--- config.mk ---
export PLATFORM = sky130hd
export DESIGN_NAME = rgb_to_hsl_converter
export DESIGN_NICKNAME = d
export VERILOG_FILES = /design/src/design/rgb2hsl_pkg.sv /design/src/design/rgb2hsl_front.sv /design/src/design/rgb2hsl_cell.sv /design/src/design/rgb2hsl_back.sv /design/src/design/rgb_to_hsl_converter.sv
export SDC_FILE = /design/constraint.sdc
export NUM_CORES = 2
export LEC_CHECK = 0
export ABC_AREA = 1
export ABC_CLOCK_PERIOD_IN_PS = 4800
export BUFFER_PORTS_ARGS = -buffer_cell sky130_fd_sc_hd__buf_4
export CAP_MARGIN = 20
export CORE_MARGIN = 3
export CORE_UTILIZATION = 43
export CTS_CLUSTER_SIZE = 16
export DETAILED_ROUTE_END_ITERATION = 10
export SYNTH_ARGS = -nofsm -noshare
export SYNTH_HDL_FRONTEND = slang
export SYNTH_SLANG_ARGS = --single-unit
export TNS_END_PERCENT = 100
--- constraint.sdc ---
create_clock -name clk_i -period 4.8 [get_ports clk_i]
set_input_delay 0.48 -clock clk_i [delete_from_list [all_inputs] [get_ports clk_i]]
set_output_delay 0.48 -clock clk_i [all_outputs]
set_load 0.05 [all_outputs]
--- src/design/rgb2hsl_pkg.sv ---
`timescale 1ns / 1ps
// Shared types and constants for the RGB to HSL converter.
// Depends on nothing; used by every module of the block.
package rgb2hsl_pkg;

  // Field widths of the pixel and result requests
  localparam int CH_W   = 8;
  localparam int FRAC_W = 16;
  localparam int SUM_W  = CH_W + 1;

  // Divider widths: 6*d < 2^(CH_W+3), one extra bit for the doubled remainder
  localparam int DIV_W   = CH_W + 4;
  localparam int QUO_W   = FRAC_W + 1;
  localparam int N_CELLS = QUO_W;

  localparam logic [SUM_W-1:0] FULL_SCALE = SUM_W'((1 << CH_W) - 1);
  localparam logic [SUM_W-1:0] TWO_FS     = SUM_W'(2 * ((1 << CH_W) - 1));

  typedef struct packed {
    logic [CH_W-1:0] red;
    logic [CH_W-1:0] green;
    logic [CH_W-1:0] blue;
  } pix_t;

  typedef struct packed {
    logic [FRAC_W-1:0] hue;
    logic [FRAC_W-1:0] saturation;
    logic [SUM_W-1:0]  lightness_sum;
  } hsl_t;

  // Work handed from one divider cell to the next
  typedef struct packed {
    logic              grey;
    logic [SUM_W-1:0]  lsum;
    logic [DIV_W-1:0]  sat_rem;
    logic [DIV_W-1:0]  sat_den;
    logic [QUO_W-1:0]  sat_quo;
    logic [DIV_W-1:0]  hue_rem;
    logic [DIV_W-1:0]  hue_den;
    logic [QUO_W-1:0]  hue_quo;
  } div_t;

endpackage

--- src/design/rgb2hsl_front.sv ---
`timescale 1ns / 1ps
// Front stage: channel extremes, lightness sum and divider operands.
// Depends on rgb2hsl_pkg.
module rgb2hsl_front import rgb2hsl_pkg::*; (
  input  logic clk_i,
  input  logic rst_ni,
  input  logic valid_i,
  output logic ready_o,
  input  pix_t data_i,
  output logic valid_o,
  input  logic ready_i,
  output div_t data_o
);

  logic                    valid_q, valid_d;
  div_t                    data_q, data_d;
  logic [CH_W-1:0]         mx, mn, d;
  logic [SUM_W-1:0]        sum, den;
  logic [DIV_W-1:0]        d_w, six_d;
  logic signed [DIV_W-1:0] val, val_adj;

  // Find extremes, difference and sum
  always_comb begin
    mx = data_i.red;
    mn = data_i.red;
    if (data_i.green > mx) mx = data_i.green;
    if (data_i.blue > mx)  mx = data_i.blue;
    if (data_i.green < mn) mn = data_i.green;
    if (data_i.blue < mn)  mn = data_i.blue;
    d     = mx - mn;
    sum   = {1'b0, mx} + {1'b0, mn};
    den   = (sum < FULL_SCALE) ? sum : (TWO_FS - sum);
    d_w   = DIV_W'(d);
    six_d = (d_w << 2) + (d_w << 1);
  end

  // Pick the hue sector; red wins ties, then green
  always_comb begin
    if (data_i.red == mx) begin
      val = $signed(DIV_W'(data_i.green)) - $signed(DIV_W'(data_i.blue));
    end else if (data_i.green == mx) begin
      val = $signed(d_w << 1) + $signed(DIV_W'(data_i.blue))
            - $signed(DIV_W'(data_i.red));
    end else begin
      val = $signed(d_w << 2) + $signed(DIV_W'(data_i.red))
            - $signed(DIV_W'(data_i.green));
    end
    val_adj = (val < 0) ? (val + $signed(six_d)) : val;
  end

  // Build the operand set for the divider chain
  always_comb begin
    data_d.grey    = (d == '0);
    data_d.lsum    = sum;
    data_d.sat_rem = d_w;
    data_d.sat_den = DIV_W'(den);
    data_d.sat_quo = '0;
    data_d.hue_rem = $unsigned(val_adj);
    data_d.hue_den = six_d;
    data_d.hue_quo = '0;
  end

  assign ready_o = !valid_q || ready_i;
  assign valid_d = ready_o ? valid_i : valid_q;

  // Hold the stage valid flag
  always_ff @(posedge clk_i or negedge rst_ni) begin
    if (!rst_ni) begin
      valid_q <= 1'b0;
    end else begin
      valid_q <= valid_d;
    end
  end

  // Load the operands when a request moves in
  always_ff @(posedge clk_i) begin
    if (valid_i && ready_o) begin
      data_q <= data_d;
    end
  end

  assign valid_o = valid_q;
  assign data_o  = data_q;

endmodule

--- src/design/rgb2hsl_cell.sv ---
`timescale 1ns / 1ps
// Divider cell: one restoring quotient bit for saturation and for hue.
// Depends on rgb2hsl_pkg.
module rgb2hsl_cell import rgb2hsl_pkg::*; (
  input  logic clk_i,
  input  logic rst_ni,
  input  logic valid_i,
  output logic ready_o,
  input  div_t data_i,
  output logic valid_o,
  input  logic ready_i,
  output div_t data_o
);

  logic             valid_q, valid_d;
  div_t             data_q, data_d;
  logic             sat_ge, hue_ge;
  logic [DIV_W-1:0] sat_sub, hue_sub;

  // Trial subtract, then double the remainder for the next bit
  always_comb begin
    sat_ge  = (data_i.sat_rem >= data_i.sat_den);
    hue_ge  = (data_i.hue_rem >= data_i.hue_den);
    sat_sub = sat_ge ? (data_i.sat_rem - data_i.sat_den) : data_i.sat_rem;
    hue_sub = hue_ge ? (data_i.hue_rem - data_i.hue_den) : data_i.hue_rem;

    data_d         = data_i;
    data_d.sat_rem = {sat_sub[DIV_W-2:0], 1'b0};
    data_d.hue_rem = {hue_sub[DIV_W-2:0], 1'b0};
    data_d.sat_quo = {data_i.sat_quo[QUO_W-2:0], sat_ge};
    data_d.hue_quo = {data_i.hue_quo[QUO_W-2:0], hue_ge};
  end

  assign ready_o = !valid_q || ready_i;
  assign valid_d = ready_o ? valid_i : valid_q;

  // Hold the cell valid flag
  always_ff @(posedge clk_i or negedge rst_ni) begin
    if (!rst_ni) begin
      valid_q <= 1'b0;
    end else begin
      valid_q <= valid_d;
    end
  end

  // Advance the partial quotients
  always_ff @(posedge clk_i) begin
    if (valid_i && ready_o) begin
      data_q <= data_d;
    end
  end

  assign valid_o = valid_q;
  assign data_o  = data_q;

endmodule

--- src/design/rgb2hsl_back.sv ---
`timescale 1ns / 1ps
// Output stage: clamps saturation, clears grey pixels, registers the result.
// Depends on rgb2hsl_pkg.
module rgb2hsl_back import rgb2hsl_pkg::*; (
  input  logic clk_i,
  input  logic rst_ni,
  input  logic valid_i,
  output logic ready_o,
  input  div_t data_i,
  output logic out_valid_o,
  input  logic out_stall_i,
  output hsl_t out_data_o
);

  logic valid_q, valid_d;
  hsl_t data_q, data_d;

  // Saturate a full-scale quotient and force grey to zero
  always_comb begin
    data_d.lightness_sum = data_i.lsum;
    if (data_i.grey) begin
      data_d.hue        = '0;
      data_d.saturation = '0;
    end else begin
      data_d.hue        = data_i.hue_quo[FRAC_W-1:0];
      data_d.saturation = data_i.sat_quo[FRAC_W] ? '1 : data_i.sat_quo[FRAC_W-1:0];
    end
  end

  assign ready_o = !valid_q || !out_stall_i;
  assign valid_d = ready_o ? valid_i : valid_q;

  // Hold the result valid flag
  always_ff @(posedge clk_i or negedge rst_ni) begin
    if (!rst_ni) begin
      valid_q <= 1'b0;
    end else begin
      valid_q <= valid_d;
    end
  end

  // Capture the finished result
  always_ff @(posedge clk_i) begin
    if (valid_i && ready_o) begin
      data_q <= data_d;
    end
  end

  assign out_valid_o = valid_q;
  assign out_data_o  = data_q;

endmodule

--- src/design/rgb_to_hsl_converter.sv ---
`timescale 1ns / 1ps
// RGB to HSL converter. Takes one pixel request per clock unless in_stall_o is
// high and returns hue and saturation as Q0.16 fractions plus the lightness sum
// max+min. It is built from one operand stage, a chain of 17 divider cells that
// each retire one quotient bit of both the saturation and the hue division, and
// one output register. Every stage has its own valid flag, so bubbles close up
// and new pixels keep entering while a finished result waits to be taken.
// Depends on rgb2hsl_pkg, rgb2hsl_front, rgb2hsl_cell and rgb2hsl_back.
module rgb_to_hsl_converter import rgb2hsl_pkg::*; (
  input  logic clk_i,
  input  logic rst_ni,
  input  logic in_valid_i,
  output logic in_stall_o,
  input  pix_t in_data_i,
  output logic out_valid_o,
  input  logic out_stall_i,
  output hsl_t out_data_o
);

  logic front_ready;
  logic chain_valid [N_CELLS+1];
  logic chain_ready [N_CELLS+1];
  div_t chain_data  [N_CELLS+1];

  // Operand stage
  rgb2hsl_front u_front (
    .clk_i   (clk_i),
    .rst_ni  (rst_ni),
    .valid_i (in_valid_i),
    .ready_o (front_ready),
    .data_i  (in_data_i),
    .valid_o (chain_valid[0]),
    .ready_i (chain_ready[0]),
    .data_o  (chain_data[0])
  );

  assign in_stall_o = !front_ready;

  // Divider chain, one quotient bit per cell
  for (genvar i = 0; i < N_CELLS; i++) begin : g_cell
    rgb2hsl_cell u_cell (
      .clk_i   (clk_i),
      .rst_ni  (rst_ni),
      .valid_i (chain_valid[i]),
      .ready_o (chain_ready[i]),
      .data_i  (chain_data[i]),
      .valid_o (chain_valid[i+1]),
      .ready_i (chain_ready[i+1]),
      .data_o  (chain_data[i+1])
    );
  end

  // Result register
  rgb2hsl_back u_back (
    .clk_i       (clk_i),
    .rst_ni      (rst_ni),
    .valid_i     (chain_valid[N_CELLS]),
    .ready_o     (chain_ready[N_CELLS]),
    .data_i      (chain_data[N_CELLS]),
    .out_valid_o (out_valid_o),
    .out_stall_i (out_stall_i),
    .out_data_o  (out_data_o)
  );

endmodule

==> flow_summary.ini <==
[global_route]
gr-total-overflow = 0
antenna_found_initial = 0
grt_max_degree = 78
grt_use_total = 0.1557
grt_pass1_vias = 34970
grt_pass1_wl_mm = 173.3

[clock_network]
worstSkewPairLatency_ps = 730
htreeDepth = 3
cts_tree = yes
clk_pin_slew_ps = 60
cts_max_path_buffers = 3
cts.sinks = 1173
cts-buffers-inserted = 118
root_buffer = clkbuf_16

[floorplan]
die_h_um = 369.9
dieArea_sq_um = 136800
die_w_um = 369.9
fp-row-count = 132
core-area_sq_um = 130500
initial_core_util = 0.4365
pin_count = 71

[status]
violations = negative setup slack
status = finished, violations left

[timing]
holdWs_ps = 62.82
fin_skew_ps = 82.78
slew_violations = 0
fin_setup_tns_ps = -15530
period_minus_slack_ps = 6506
setup_viol_count_final = 13
grt_setup_unrepaired = yes
finalHoldViolations = 0
fmaxAchievable_mhz = 153.7
relSlewSlack = 0.3066
timing.final.crit_share = 1.355
tightest_slew_ps = 1040
setup_slack_ps = -1706

[critical_path]
reg2reg_from = u_back.out_valid_o
arrival_ps = 6920
end_kind = flip-flop
path_common_cell = ha_4
critPathLaunch = in_data_i[21]
critPathLaunchType = primary input
crit_type = in2reg
crit_fanout = 7
crit_family = adder cells
crit_path_max_incr_delay_ps = 450
required_ps = 5220
critPathBufInv = 5
critPathSlowestCell = fa_2

[layout]
n_antenna_cell = 0
mostFrequentLayoutCells = 1154 x edfxtp_1, 717 x nand2_1, 650 x inv_1
final_cells = 7165
drive_gt1_frac = 0.1483
layout_commonest_cell = edfxtp_1
syn_to_final_growth_pct = 17.94
nNetsFinal = 5812

[logic_synthesis]
synth.cell_area_sq_um = 56950
ys.flop_type = edfxtp_1
synth_edf_count = 1154
ys_seq_area_frac = 0.6168
synth.distinct_cells = 54
async_flop_share = 0.01620
yosysWarnings = 0
synth-seq-cells = 1173
syn_area_per_cell_sq_um = 11.68
postSynthCellCount = 4877
synth_nets = 5367

[place]
gp_congestion = 0.9084
place_ws_ps = -2511
dpl.cell_count = 6901
numPortBuffers = 70
dp_hpwl_mm = 80.96

[detailed_routing]
drtAntennaViolNets = 0
drtPass1Iterations = 5
vias = 34430
wl_mm = 105.5
drt-vias-per-instance = 4.805
drc = 0
post_drt_wl_per_cell_um = 14.72
drtIter0Drc = 1774

[min_path]
hold_path.class = in2reg
min-delay-start = out_stall_i

[flow_run]
max_cap_viol_count = 0
==> state kept, by name, summed over array words and instances (netlist names) <==
signal                 cells
g_cell.u_cell.data_o    1067
u_front.valid_o            1
g_cell.u_cell.valid_o     17
u_back.out_valid_o         1
u_front.data_o            46
u_back.out_data_o         41
==> worst reg2reg max path, stage by stage, from the launching register on <==
cell	delay, ps
dfrtp_1	490
nand2_2	130
nor2_4	150
nand2_2	100
nor2_4	140
nand2_2	100
nor2_4	170
nand2_2	120
nor2_4	140
nand2_2	100
nor2_4	170
nand2_2	110
nor2_4	140
nand2_2	100
nor2_4	140
nand2_2	100
nor2_4	170
nand3_4	120
nand2_1	90
inv_2	350
==> metrics by stage <==
step / util / area (sq um)
after global placement: 0.4747 / 61940
final: 0.5148 / 67170
after CTS: 0.5095 / 66470
after floorplan: - / 57380
after detailed placement: 0.4747 / 61940
after global routing: 0.5148 / 67170
==> final timing paths <==
path | slack [ps] | cells past startpoint | end
worst max-delay path | -1710 | 46 | u_front.data_o[39]
worst min-delay path | 60 | 3 | u_back.out_valid_o
worst max register to register | 1200 | 19 | g_cell[0].u_cell.data_o[83]
worst min register to register | 370 | 0 | g_cell[0].u_cell.data_o[88]
max in group asynchronous | 4240 | 2 | g_cell[1].u_cell.valid_o
min in group asynchronous | 210 | 2 | u_back.out_valid_o
==> cell type report <==
| type | instances | area [sq um] |
|---|---|---|
| fillers | 11130 | 63310 |
| flip-flops and latches | 1173 | 35130 |
| multi-input cells | 2952 | 20140 |
| repair buffers | 388 | 3153 |
| clock buffers | 146 | 3098 |
| inverters | 689 | 2611 |
| well taps | 1742 | 2180 |
| clock inverters | 75 | 860.8 |
==> cell usage after synthesis, drive strengths merged, types with 9 or more instances <==
cell / n / area share
a21o: 13 / 0.0017
ha: 421 / 0.092
a211oi: 23 / 0.0030
o21ai: 402 / 0.035
o31ai: 11 / 0.0015
nand4: 24 / 0.0026
nor2: 310 / 0.022
inv: 688 / 0.045
o21bai: 31 / 0.0041
fa: 41 / 0.014
nand2: 767 / 0.052
edfxtp: 1154 / 0.61
xnor2: 90 / 0.014
nor4: 9 / 0.00099
xor2: 207 / 0.032
clkbuf: 44 / 0.0029
a21oi: 302 / 0.027
nor3: 54 / 0.0047
buf: 19 / 0.0022
nand3: 171 / 0.016
and2: 12 / 0.0013
and3: 9 / 0.00099
dfrtp: 19 / 0.0083
==> metal layers <==
layer  track usage  share of wire  up-vias
li1              -              -    17770
met1        0.1761           0.41    16060
met2        0.2994           0.54      412
met3       0.02116          0.028      182
met4       0.05022          0.026        0
met5             0              0        -
==> cell families after synthesis <==
| kind of cell | synth area share |
|---|---|
| buf+inv | 0.05057 |
| flops | 0.6168 |
| simple gates | 0.1014 |
| xor+xnor | 0.04568 |
| fa+ha+maj | 0.1069 |
| compound gates | 0.07861 |
==> repair_timing <==
action	CTS	global route
hold buffers	1	0
pin swaps	61	89
hold endpoints to repair	19	0
gates resized for setup	92	98
setup buffers	20	22
endpoints found under the setup margin	15	15
gates cloned	1	1
Power is left out: the tool's default activity adds up to more than one toggle a clock period on the data nets, which glitch-free logic cannot reach.
